File: config.mk
export PLATFORM = sky130hd
export DESIGN_NAME = windowed_average_distance_sensor_core
export DESIGN_NICKNAME = d
export VERILOG_FILES = /design/src/rtl/wad_pkg.sv /design/src/rtl/wad_cell.sv /design/src/rtl/wad_div.sv /design/src/rtl/wad_dist.sv /design/src/rtl/windowed_average_distance_sensor_core.sv
export SDC_FILE = /design/constraint.sdc
export NUM_CORES = 2
export LEC_CHECK = 0
export ABC_CLOCK_PERIOD_IN_PS = 8500
export BUFFER_PORTS_ARGS = -buffer_cell sky130_fd_sc_hd__buf_4
export CORE_MARGIN = 1.5
export CORE_UTILIZATION = 50
export CTS_CLUSTER_DIAMETER = 80
export DETAILED_ROUTE_END_ITERATION = 10
export PLACE_DENSITY = 0.66
export SETUP_SLACK_MARGIN = 0.1
export SLEW_MARGIN = 10
export SYNTH_ARGS = -nofsm -noshare
export SYNTH_HDL_FRONTEND = slang
export SYNTH_SLANG_ARGS = --single-unit
export TNS_END_PERCENT = 5
File: constraint.sdc
create_clock -name clk -period 8.5 [get_ports clk]
set_input_delay 2.125 -clock clk [delete_from_list [all_inputs] [get_ports clk]]
set_output_delay 2.125 -clock clk [all_outputs]
set_load 0.01 [all_outputs]
File: src/rtl/wad_pkg.sv
`timescale 1ns / 1ps
// ----------------------------------------------------------------------------
// Windowed average distance sensor package
// Shared constants and types for the window cells, the serial divider and the
// distance search.
// ----------------------------------------------------------------------------
package wad_pkg;

  localparam int WINDOW_DEF      = 10;
  localparam int CHANNELS_DEF    = 4;
  localparam int SAMPLE_BITS_DEF = 12;

  localparam int OUT_BITS  = 12;
  localparam int CHAN_BITS = 2;

  localparam int DIST_BITS = 11;
  localparam int DIST_A_W  = 21;
  localparam int DIST_SQ_W = 42;

  localparam logic [DIST_A_W-1:0]  DIST_SCALE = 21'd1000;
  localparam logic [DIST_A_W-1:0]  DIST_OFS   = 21'd22448;
  localparam logic [DIST_SQ_W-1:0] DIST_LIMIT = 42'd1732100 * 42'd1732100;

  typedef struct packed {
    logic shift;
    logic clear;
  } wad_cell_ctl_t;

endpackage

File: src/rtl/wad_cell.sv
`timescale 1ns / 1ps
// ----------------------------------------------------------------------------
// Window cell
// Holds one stored sample of the window and adds it to the partial sum that
// travels down the row of cells.
// ----------------------------------------------------------------------------
module wad_cell
  import wad_pkg::*;
#(
  parameter int SAMPLE_BITS = SAMPLE_BITS_DEF,
  parameter int SUM_W       = SAMPLE_BITS_DEF + 4
) (
  input  logic                   clk,
  input  wad_cell_ctl_t          ctl,
  input  logic [SAMPLE_BITS-1:0] smp_in,
  input  logic [SUM_W-1:0]       psum_in,
  output logic [SAMPLE_BITS-1:0] smp_out,
  output logic [SUM_W-1:0]       psum_out
);

  logic [SAMPLE_BITS-1:0] smp_r;
  logic [SUM_W-1:0]       psum_r;

  always_ff @(posedge clk) begin
    if (ctl.shift) begin
      smp_r <= ctl.clear ? '0 : smp_in;
    end
    psum_r <= psum_in + SUM_W'(smp_r);
  end

  assign smp_out  = smp_r;
  assign psum_out = psum_r;

endmodule

File: src/rtl/wad_div.sv
`timescale 1ns / 1ps
// ----------------------------------------------------------------------------
// Serial divider
// Restoring division of the window sum by the fill count, one quotient bit
// per cycle.
// ----------------------------------------------------------------------------
module wad_div
  import wad_pkg::*;
#(
  parameter int SUM_W = SAMPLE_BITS_DEF + 4,
  parameter int CNT_W = 4
) (
  input  logic             clk,
  input  logic             rst_n,
  input  logic             start,
  input  logic [SUM_W-1:0] dividend,
  input  logic [CNT_W-1:0] divisor,
  output logic             busy,
  output logic [SUM_W-1:0] quotient
);

  localparam int STEP_W = (SUM_W > 1) ? $clog2(SUM_W) : 1;

  typedef enum logic {
    V_IDLE,
    V_RUN
  } div_state_t;

  div_state_t        state_r;
  logic [SUM_W-1:0]  q_r;
  logic [CNT_W-1:0]  den_r;
  logic [CNT_W-1:0]  rem_r;
  logic [STEP_W-1:0] step_r;
  logic [CNT_W:0]    trial;
  logic [CNT_W:0]    diff;
  logic              ge;

  assign trial = {rem_r, q_r[SUM_W-1]};
  assign ge    = (trial >= {1'b0, den_r});
  assign diff  = trial - {1'b0, den_r};

  always_ff @(posedge clk) begin
    if (!rst_n) begin
      state_r <= V_IDLE;
    end else begin
      case (state_r)
        V_IDLE: begin
          if (start) begin
            q_r     <= dividend;
            den_r   <= divisor;
            rem_r   <= '0;
            step_r  <= '0;
            state_r <= V_RUN;
          end
        end
        V_RUN: begin
          rem_r  <= ge ? diff[CNT_W-1:0] : trial[CNT_W-1:0];
          q_r    <= {q_r[SUM_W-2:0], ge};
          step_r <= step_r + 1'b1;
          if (step_r == STEP_W'(SUM_W - 1)) begin
            state_r <= V_IDLE;
          end
        end
        default: state_r <= V_IDLE;
      endcase
    end
  end

  assign busy     = (state_r != V_IDLE);
  assign quotient = q_r;

endmodule

File: src/rtl/wad_dist.sv
`timescale 1ns / 1ps
// ----------------------------------------------------------------------------
// Distance search
// Finds the largest distance d with (1000*d + 22448)^2 * sample within the
// squared range constant, one bit of d per pass of trial, square and check.
// ----------------------------------------------------------------------------
module wad_dist
  import wad_pkg::*;
#(
  parameter int SAMPLE_BITS = SAMPLE_BITS_DEF
) (
  input  logic                   clk,
  input  logic                   rst_n,
  input  logic                   start,
  input  logic [SAMPLE_BITS-1:0] sample,
  output logic                   busy,
  output logic [DIST_BITS-1:0]   dist_mm
);

  localparam int PROD_W = DIST_SQ_W + SAMPLE_BITS;

  typedef enum logic [1:0] {
    D_IDLE,
    D_TRIAL,
    D_SQUARE,
    D_CHECK
  } dist_state_t;

  dist_state_t            state_r;
  logic [SAMPLE_BITS-1:0] v_r;
  logic [DIST_BITS-1:0]   d_r;
  logic [DIST_BITS-1:0]   bit_r;
  logic [DIST_A_W-1:0]    a_r;
  logic [DIST_SQ_W-1:0]   sq_r;
  logic [DIST_BITS-1:0]   t;
  logic [PROD_W-1:0]      prod;

  assign t    = d_r | bit_r;
  assign prod = PROD_W'(sq_r) * PROD_W'(v_r);

  always_ff @(posedge clk) begin
    if (!rst_n) begin
      state_r <= D_IDLE;
    end else begin
      case (state_r)
        D_IDLE: begin
          if (start) begin
            v_r     <= sample;
            d_r     <= '0;
            bit_r   <= {1'b1, {(DIST_BITS-1){1'b0}}};
            state_r <= D_TRIAL;
          end
        end
        D_TRIAL: begin
          a_r     <= DIST_A_W'(t) * DIST_SCALE + DIST_OFS;
          state_r <= D_SQUARE;
        end
        D_SQUARE: begin
          sq_r    <= DIST_SQ_W'(a_r) * DIST_SQ_W'(a_r);
          state_r <= D_CHECK;
        end
        D_CHECK: begin
          if (prod <= PROD_W'(DIST_LIMIT)) begin
            d_r <= t;
          end
          if (bit_r[0]) begin
            state_r <= D_IDLE;
          end else begin
            bit_r   <= bit_r >> 1;
            state_r <= D_TRIAL;
          end
        end
        default: state_r <= D_IDLE;
      endcase
    end
  end

  assign busy    = (state_r != D_IDLE);
  assign dist_mm = d_r;

endmodule

File: src/rtl/windowed_average_distance_sensor_core.sv
`timescale 1ns / 1ps
// ----------------------------------------------------------------------------
// Windowed average distance sensor core
// Per sample: window mean, step change from the previous sample, channel,
// window start flag and a distance estimate in millimeters.
//
//   Channel   Ports                               Direction
//   in        in_valid, in_stall, in_sample       request in, stall out
//   out       out_valid, out_stall, out_channel,  request out, stall in
//             out_new_window, out_value, out_window_mean,
//             out_step_change, out_distance_mm, out_distance_invalid
//
// One request is in work at a time; the distance search, which settles one of
// its 11 bits per pass through its trial, square and check states, sets the
// time from acceptance to the output register. The input stall drops as the
// result is registered, so a new request is taken only after the last one is
// through. The mean path (through the cell row, then one divider step per sum
// bit) finishes earlier at default settings.
// Reset is synchronous and active low. A result held under out_stall does not
// block the next request; only a finished result waiting for a full output
// register stalls the block.
// ----------------------------------------------------------------------------
module windowed_average_distance_sensor_core
  import wad_pkg::*;
#(
  parameter int WINDOW      = WINDOW_DEF,
  parameter int CHANNELS    = CHANNELS_DEF,
  parameter int SAMPLE_BITS = SAMPLE_BITS_DEF
) (
  input  logic                   clk,
  input  logic                   rst_n,
  input  logic                   in_valid,
  output logic                   in_stall,
  input  logic [SAMPLE_BITS-1:0] in_sample,
  output logic                   out_valid,
  input  logic                   out_stall,
  output logic [CHAN_BITS-1:0]   out_channel,
  output logic                   out_new_window,
  output logic [OUT_BITS-1:0]    out_value,
  output logic [OUT_BITS-1:0]    out_window_mean,
  output logic [OUT_BITS-1:0]    out_step_change,
  output logic [DIST_BITS-1:0]   out_distance_mm,
  output logic                   out_distance_invalid
);

  localparam int SLOT_W = $clog2(WINDOW);
  localparam int CNT_W  = $clog2(WINDOW + 1);
  localparam int SUM_W  = SAMPLE_BITS + CNT_W;
  localparam int CH_W   = (CHANNELS > 1) ? $clog2(CHANNELS) : 1;

  typedef enum logic [1:0] {
    S_IDLE,
    S_SUM,
    S_DIV
  } core_state_t;

  core_state_t            state_r;
  logic [SLOT_W-1:0]      slot_r;
  logic [CNT_W-1:0]       count_r;
  logic [CNT_W-1:0]       sum_cnt_r;
  logic [CH_W-1:0]        next_chan_r;
  logic [CH_W-1:0]        next_chan_nxt;
  logic [SAMPLE_BITS-1:0] prev_r;
  logic [SAMPLE_BITS-1:0] diff_nxt;

  logic [CH_W-1:0]        item_chan_r;
  logic                   item_fresh_r;
  logic [SAMPLE_BITS-1:0] item_value_r;
  logic [SAMPLE_BITS-1:0] item_diff_r;

  logic                   out_valid_r;
  logic [CHAN_BITS-1:0]   out_channel_r;
  logic                   out_new_window_r;
  logic [OUT_BITS-1:0]    out_value_r;
  logic [OUT_BITS-1:0]    out_window_mean_r;
  logic [OUT_BITS-1:0]    out_step_change_r;
  logic [DIST_BITS-1:0]   out_distance_mm_r;
  logic                   out_distance_invalid_r;

  logic                   accept;
  logic                   fresh;
  logic                   div_start;
  logic                   div_busy;
  logic                   dist_busy;
  logic                   out_free;
  logic                   finish;
  logic [SUM_W-1:0]       quotient;
  logic [DIST_BITS-1:0]   dist_mm;

  logic [CH_W+CHAN_BITS-1:0]       chan_ext;
  logic [SAMPLE_BITS+OUT_BITS-1:0] value_ext;
  logic [SAMPLE_BITS+OUT_BITS-1:0] diff_ext;
  logic [SUM_W+OUT_BITS-1:0]       mean_ext;

  wad_cell_ctl_t          cell_ctl [WINDOW];
  logic [SAMPLE_BITS-1:0] cell_smp [WINDOW];
  logic [SUM_W-1:0]       cell_sum [WINDOW];

  assign accept    = in_valid && !in_stall;
  assign in_stall  = (state_r != S_IDLE);
  assign fresh     = (slot_r == '0);
  assign div_start = (state_r == S_SUM) && (sum_cnt_r == CNT_W'(WINDOW));
  assign out_free  = !out_valid_r || !out_stall;
  assign finish    = (state_r == S_DIV) && !div_busy && !dist_busy && out_free;

  assign diff_nxt      = (prev_r > in_sample) ? prev_r - in_sample : in_sample - prev_r;
  assign next_chan_nxt = (next_chan_r == CH_W'(CHANNELS - 1)) ? '0 : next_chan_r + 1'b1;

  assign chan_ext  = {{CHAN_BITS{1'b0}}, item_chan_r};
  assign value_ext = {{OUT_BITS{1'b0}}, item_value_r};
  assign diff_ext  = {{OUT_BITS{1'b0}}, item_diff_r};
  assign mean_ext  = {{OUT_BITS{1'b0}}, quotient};

  genvar k;
  generate
    for (k = 0; k < WINDOW; k++) begin : g_cell
      assign cell_ctl[k].shift = accept;
      assign cell_ctl[k].clear = (k != 0) && fresh;

      wad_cell #(
        .SAMPLE_BITS(SAMPLE_BITS),
        .SUM_W      (SUM_W)
      ) u_cell (
        .clk     (clk),
        .ctl     (cell_ctl[k]),
        .smp_in  ((k == 0) ? in_sample : cell_smp[(k == 0) ? 0 : k - 1]),
        .psum_in ((k == 0) ? '0 : cell_sum[(k == 0) ? 0 : k - 1]),
        .smp_out (cell_smp[k]),
        .psum_out(cell_sum[k])
      );
    end
  endgenerate

  wad_div #(
    .SUM_W(SUM_W),
    .CNT_W(CNT_W)
  ) u_div (
    .clk     (clk),
    .rst_n   (rst_n),
    .start   (div_start),
    .dividend(cell_sum[WINDOW-1]),
    .divisor (count_r),
    .busy    (div_busy),
    .quotient(quotient)
  );

  wad_dist #(
    .SAMPLE_BITS(SAMPLE_BITS)
  ) u_dist (
    .clk    (clk),
    .rst_n  (rst_n),
    .start  (accept),
    .sample (in_sample),
    .busy   (dist_busy),
    .dist_mm(dist_mm)
  );

  always_ff @(posedge clk) begin
    if (!rst_n) begin
      state_r     <= S_IDLE;
      slot_r      <= '0;
      next_chan_r <= '0;
      prev_r      <= '0;
      out_valid_r <= 1'b0;
    end else begin
      if (out_valid_r && !out_stall && !finish) begin
        out_valid_r <= 1'b0;
      end
      case (state_r)
        S_IDLE: begin
          if (accept) begin
            count_r      <= CNT_W'(slot_r) + 1'b1;
            slot_r       <= (slot_r == SLOT_W'(WINDOW - 1)) ? '0 : slot_r + 1'b1;
            prev_r       <= in_sample;
            item_value_r <= in_sample;
            item_diff_r  <= diff_nxt;
            item_fresh_r <= fresh;
            sum_cnt_r    <= '0;
            if (fresh) begin
              item_chan_r <= next_chan_r;
              next_chan_r <= next_chan_nxt;
            end
            state_r <= S_SUM;
          end
        end
        S_SUM: begin
          sum_cnt_r <= sum_cnt_r + 1'b1;
          if (div_start) begin
            state_r <= S_DIV;
          end
        end
        S_DIV: begin
          if (finish) begin
            out_valid_r            <= 1'b1;
            out_channel_r          <= chan_ext[CHAN_BITS-1:0];
            out_new_window_r       <= item_fresh_r;
            out_value_r            <= value_ext[OUT_BITS-1:0];
            out_window_mean_r      <= mean_ext[OUT_BITS-1:0];
            out_step_change_r      <= diff_ext[OUT_BITS-1:0];
            out_distance_invalid_r <= (item_value_r == '0);
            out_distance_mm_r      <= (item_value_r == '0) ? '0 : dist_mm;
            state_r                <= S_IDLE;
          end
        end
        default: state_r <= S_IDLE;
      endcase
    end
  end

  assign out_valid            = out_valid_r;
  assign out_channel          = out_channel_r;
  assign out_new_window       = out_new_window_r;
  assign out_value            = out_value_r;
  assign out_window_mean      = out_window_mean_r;
  assign out_step_change      = out_step_change_r;
  assign out_distance_mm      = out_distance_mm_r;
  assign out_distance_invalid = out_distance_invalid_r;

endmodule

# Yosys cells after proc, flatten, opt, wreduce, memory -nomap -nowiden

Index checks and enable logic that the tools add are counted.

$add $sub $neg: 17
Multipliers: 3
$lt $le $gt $ge: 3
Equality and inequality tests: 16
Multiplexer cells: 29
Bitwise gates (word level): 2
Reductions and logical operators: 37

Operators with widths:

| kind                                                                    | count |
|---|---|
| 16-bit by 12-bit adder with 16-bit output                               | 8 |
| 54-bit by 42-bit <= comparator with 1-bit output, second input constant | 1 |
| 42-bit by 12-bit multiplier with 54-bit output                          | 1 |
| 11-bit 2-to-1 mux                                                       | 4 |
| 11-bit case mux with 2 select lines                                     | 2 |
| 21-bit by 21-bit multiplier with 42-bit output                          | 1 |
| 16-bit case mux with 2 select lines                                     | 1 |
| 4-bit case mux with 2 select lines                                      | 3 |
| 3-bit AND reduction                                                     | 8 |
| 12-bit subtractor                                                       | 2 |
| 21-bit by 15-bit adder with 21-bit output, second input constant        | 1 |
| 11-bit by 7-bit multiplier with 18-bit output, second input constant    | 1 |
| 16-bit 2-to-1 mux                                                       | 1 |
| 4-bit 2-to-1 mux                                                        | 4 |
| 12-bit by 12-bit adder with 13-bit output                               | 1 |
| 4-bit by 1-bit adder with 4-bit output, second input constant           | 3 |
| 4-bit == test, second input constant                                    | 3 |
| 12-bit greater-than comparator                                          | 1 |
| 12-bit zero test                                                        | 1 |
| 12-bit 2-to-1 mux                                                       | 1 |
| 2-bit != test, second input constant                                    | 6 |
| 4-bit AND reduction                                                     | 3 |
| 11-bit OR                                                               | 1 |
| 2-bit == test, second input constant                                    | 4 |
| 18 further kinds                                                        | 45 |

Bits in registers: 511
Bits of input ports: 16
Output and inout port bits: 53
Logic and storage cells: 157

# Longest topological paths before layout

Depth in word-level cells: 9
Mapped depth: 27

# Cells and area by module

Synthesis repeated with hierarchy kept, for this count alone.

Cell total of the unflattened synthesis: 4971
Area total of the unflattened synthesis: 49453.7 um^2

By module, submodules not included:

| module                                | times used | cells each | area each (um^2) | sequential area each (um^2) |
|---|---|---|---|---|
| wad_dist                              | 1          | 3040       | 27806.7          | 2652.5 |
| wad_cell                              | 10         | 145        | 1550.2           | 680.7 |
| windowed_average_distance_sensor_core | 1          | 389        | 4765.8           | 3002.9 |
| wad_div                               | 1          | 92         | 1378.8           | 860.8 |

# Worst setup path before layout

Ideal clock, no wire load.

Path type: input to register
Start: input port in_valid
End: register count_r[0], enable pin
Library setup time: 388 ps
Data arrival time: 7168 ps
Path slack: 943 ps
Stages: 5
Path buffers: 2
Path through: nand2_1 -> inv_1 -> clkbuf_1 -> clkbuf_1 -> and2_1

Cells in the longest elaborated chain, start to end: 2

Ends and longest elaborated chain:

| item                                 | RTL line                                     | text |
|---|---|---|
| start, declared                      | windowed_average_distance_sensor_core.sv:32  | `input logic in_valid,` |
| 1-bit logical AND                    | windowed_average_distance_sensor_core.sv:99  | `assign accept = in_valid && !in_stall;` |
| named net accept                     | windowed_average_distance_sensor_core.sv:80  | `logic accept;` |
| 3-bit AND reduction (no source line) | n/a                                          |  |
| end signal, assigned                 | windowed_average_distance_sensor_core.sv:172 | `count_r <= CNT_W'(slot_r) + 1'b1;` |
| end, declared                        | windowed_average_distance_sensor_core.sv:59  | `logic [CNT_W-1:0] count_r;` |

The timed path passes the listed nets, and every way through them passes these cells.
A chain may end at the register's enable or synchronous reset.

# Worst setup path after layout

Start: register u_dist.v_r[6]
End: register u_dist.d_r[7] (netlist: u_dist.dist_mm[7]), enable pin

Cells in the longest elaborated chain, start to end: 4

Ends and longest elaborated chain:

| item                                                      | RTL line       | text |
|---|---|---|
| start, declared                                           | wad_dist.sv:30 | `logic [SAMPLE_BITS-1:0] v_r;` |
| start signal, assigned                                    | wad_dist.sv:48 | `v_r <= sample;` |
| 42-bit by 12-bit multiplier with 54-bit output            | wad_dist.sv:39 | `assign prod = PROD_W'(sq_r) * PROD_W'(v_r);` |
| 54-bit by 42-bit <= comparator with 1-bit output          | wad_dist.sv:63 | `if (prod <= PROD_W'(DIST_LIMIT)) begin` |
| 2-bit by 1-bit != test with 1-bit output (no source line) | n/a            |  |
| 4-bit AND reduction (no source line)                      | n/a            |  |
| end signal, assigned                                      | wad_dist.sv:64 | `d_r <= t;` |
| end, declared                                             | wad_dist.sv:31 | `logic [DIST_BITS-1:0] d_r;` |

Every way passes these cells.

==> flow_summary_export.csv <==
group,metric,value,unit
finish,final_common_cell,"inv_1",
worst_setup_path,required,8.90,ns
cts,clock_path_buffers,3,
synthesis,synth_area,45700,sq um
sta,finalHoldViolCount,0,
synthesis,yosysUniqueCellTypes,70,
worst_setup_path,timing.rr.end,"u_dist.dist_mm[7]",
routing,wl_per_cell,16.5,um
min_path,hp-class,"flop to flop",
worst_setup_path,worstPathArrival,8.46,ns
finish,register_area,13100,sq um
grt,track_usage,0.214,
worst_setup_path,cpPeakStageDelay,0.97,ns
routing,drc,0,
grt,grt_pass1_wl,160,mm
run,drv_cap,0,
sta,slew_violations,0,
routing,ant_nets,0,
worst_setup_path,start_kind,"flop",
floorplan,row_count,110,
placement,gp_congestion,0.914,
routing,drt_iter0_drc,1633,
synthesis,ys_warn_count,0,
floorplan,dieArea,93200,sq um
cts,cts-root-buf,"clkbuf_16",
worst_setup_path,path_class,"flop to flop",
synthesis,synth_seq_cells,495,
floorplan,initial_utilization,0.506,
finish,nNetsFinal,5629,
cts,cts_tree,"built",
sta,slew_headroom,0.243,
cts,ctsHoldBuffers,0,
sta,worst_pin_slew,1.14,ns
worst_setup_path,path_max_fanout,19,
min_path,min_path_cells,0,
synthesis,ys.flop_type,"edfxtp_1",
grt,grt_max_degree,103,
routing,routed_via_density,5.13,
worst_setup_path,reg2reg_slack,0.44,ns
cts,h-tree-depth,2,
sta,finalCritPeriodShare,0.949,
synthesis,syn_nets,5597,
finish,n_antenna_cell,0,
min_path,hold_end,"g_cell[0].u_cell.psum_out[11]",
cts,clock_sinks,495,
finish,areaGrowthSynthToFinish,8.38,%
finish,fillCellCount,7964,
sta,rsz0062_at_grt,"no",
sta,fmax,124,MHz
grt,antenna_found_initial,0,
worst_setup_path,crit_family,"adder cells",
cts,numCtsBuffers,57,
outcome,outcome,"completed",
floorplan,design.core.area,90300,sq um
finish,layout-drive-gt1-share,0.0574,
routing,via_count,29800,
cts,cts_setup_buffers,0,
placement,place_hpwl,75.1,mm
floorplan,die_w,305,um
worst_setup_path,cp-end-kind,"flop",
synthesis,synth-edff-count,321,
worst_setup_path,r2r_cells,24,
finish,mostFrequentLayoutCells,"inv_1, fa_1, nand2_1",
synthesis,syn_avg_cell_area,10.0,sq um
min_path,min_from,"g_cell[0].u_cell.smp_out[11]",
sta,skew,0.0600,ns
finish,utilization,0.549,
floorplan,die_h,305,um
synthesis,ys_seq_area_frac,0.287,
routing,dr.pass1.iters,5,
grt,overflow,0,
worst_setup_path,path_common_cell,"fa_1",
floorplan,io_pins,69,
synthesis,synth_cells,4554,
worst_setup_path,worst_r2r_startpoint,"u_dist.v_r[6]",
placement,place.port_buffers,68,
finish,multiInputGateArea,28800,sq um
worst_setup_path,path_cells,"buf_4 -> nand2_1 -> fa_1 -> inv_1 -> fa_1 -> fa_1 -> fa_1 -> inv_1 -> fa_1 -> inv_1 -> ha_1 -> a21oi_2 -> a21boi_0 -> a211oi_1 -> buf_4 -> o21ai_1 -> a21oi_1 -> xnor2_1 -> nor2_1 -> or4_1 -> or4b_1 -> nand4_1 -> o2bb2ai_1 -> buf_12",
cts,cts_resized,0,
sta,period_needed,8.06,ns
grt,grt_pass1_vias,31300,
worst_setup_path,path_buf_inv,6,
routing,routed_wl,96.2,mm
sta,finalSetupViolCount,0,
cts,clkTransAtPathRegs,0.06,ns
cts,clk_latency,0.64,ns
worst_setup_path,worst-path-stages,24,
synthesis,async_flop_share,0,
sta,setup_tns,0,ns
worst_setup_path,crit_slowest_cell,"edfxtp_1",
[state kept, by name (all words and copies together), names as in the netlist, 4 cells and up]
| signal | cells |
|---|---|
| u_div.den_r | 4 |
| out_distance_mm | 11 |
| u_dist.dist_mm | 11 |
| out_window_mean | 12 |
| slot_r | 4 |
| u_div.quotient | 16 |
| u_dist.sq_r | 35 |
| count_r | 4 |
| prev_r | 12 |
| u_div.step_r | 4 |
| u_div.rem_r | 4 |
| item_diff_r | 12 |
| sum_cnt_r | 4 |
| g_cell.u_cell.psum_out | 150 |
| out_value | 12 |
| u_dist.v_r | 12 |
| item_value_r | 12 |
| out_step_change | 12 |
| g_cell.u_cell.smp_out | 120 |
| u_dist.bit_r | 11 |
| u_dist.a_r | 18 |
[through the flow]
step / std cells / setup WS, ns / area, sq um / hold WS, ns
CTS: 5811 / 0.490 / 49500 / 0.350
detailed placement: 5703 / 0.521 / 47600 / 0.347
global route: 5811 / 0.130 / 49500 / 0.369
global placement: 5703 / 0.621 / 47600 / 0.343
floorplan: 4554 / 0.943 / 45700 / 0.340
finish: 5811 / 0.437 / 49500 / 0.360
[worst max path at each step]
stage                               to  slack, ns           from
floorplan                   count_r[0]       0.94       in_valid
global placement     u_dist.dist_mm[9]       0.62  u_dist.v_r[8]
detailed placement  u_dist.dist_mm[10]       0.52  u_dist.v_r[6]
CTS                  u_dist.dist_mm[7]       0.49  u_dist.v_r[6]
global route         u_dist.dist_mm[7]       0.13  u_dist.v_r[6]
finish               u_dist.dist_mm[7]       0.44  u_dist.v_r[6]
[cells by family (layout without fill, tap and decap cells)]
family	after synthesis	after routing	synth area share
simple gates	1284	1284	0.136
fa+ha+maj	1027	1027	0.379
buf+inv	1005	1086	0.0826
compound gates	523	523	0.0726
flops	495	495	0.287
xor+xnor	193	193	0.0370
mux	27	27	0.00641
[cells in the mapped netlist (18+ instances only)]
| master | n | share of area |
|---|---|---|
| nor3_1 | 24 | 0.0026 |
| or2_2 | 21 | 0.0029 |
| inv_1 | 859 | 0.071 |
| nor2_1 | 198 | 0.016 |
| fa_1 | 593 | 0.26 |
| xnor2_1 | 135 | 0.026 |
| clkbuf_1 | 140 | 0.011 |
| nand2_1 | 520 | 0.043 |
| o21a_1 | 21 | 0.0034 |
| a21boi_0 | 48 | 0.0079 |
| a21oi_1 | 143 | 0.016 |
| nand3_1 | 40 | 0.0044 |
| nand2b_1 | 30 | 0.0041 |
| xor2_1 | 58 | 0.011 |
| ha_1 | 434 | 0.12 |
| and2_1 | 231 | 0.032 |
| edfxtp_1 | 321 | 0.21 |
| o21ai_0 | 131 | 0.014 |
| nor2b_1 | 144 | 0.020 |
| a21o_1 | 47 | 0.0077 |
| mux2_2 | 18 | 0.0044 |
| dfxtp_1 | 174 | 0.076 |
[final cells by class]
type / count / area share
clock buffer: 67 / 0.0306
clock inverter: 41 / 0.00917
inverter: 859 / 0.0652
multi-input combinational: 3054 / 0.582
sequential: 495 / 0.265
tap: 1176 / 0.0297
timing repair buffer: 119 / 0.0188
[metal layers]
layer  routed length, um  vias up  global-route usage
li1                    -    14500                   -
met1               42400    14600               0.285
met2               45700      617               0.359
met3                5420      154              0.0351
met4                2610        0              0.0609
met5                   0        -                   0
Power is not shown: default switching activity piles up to over one toggle a cycle in this logic, so the estimate is an artifact.
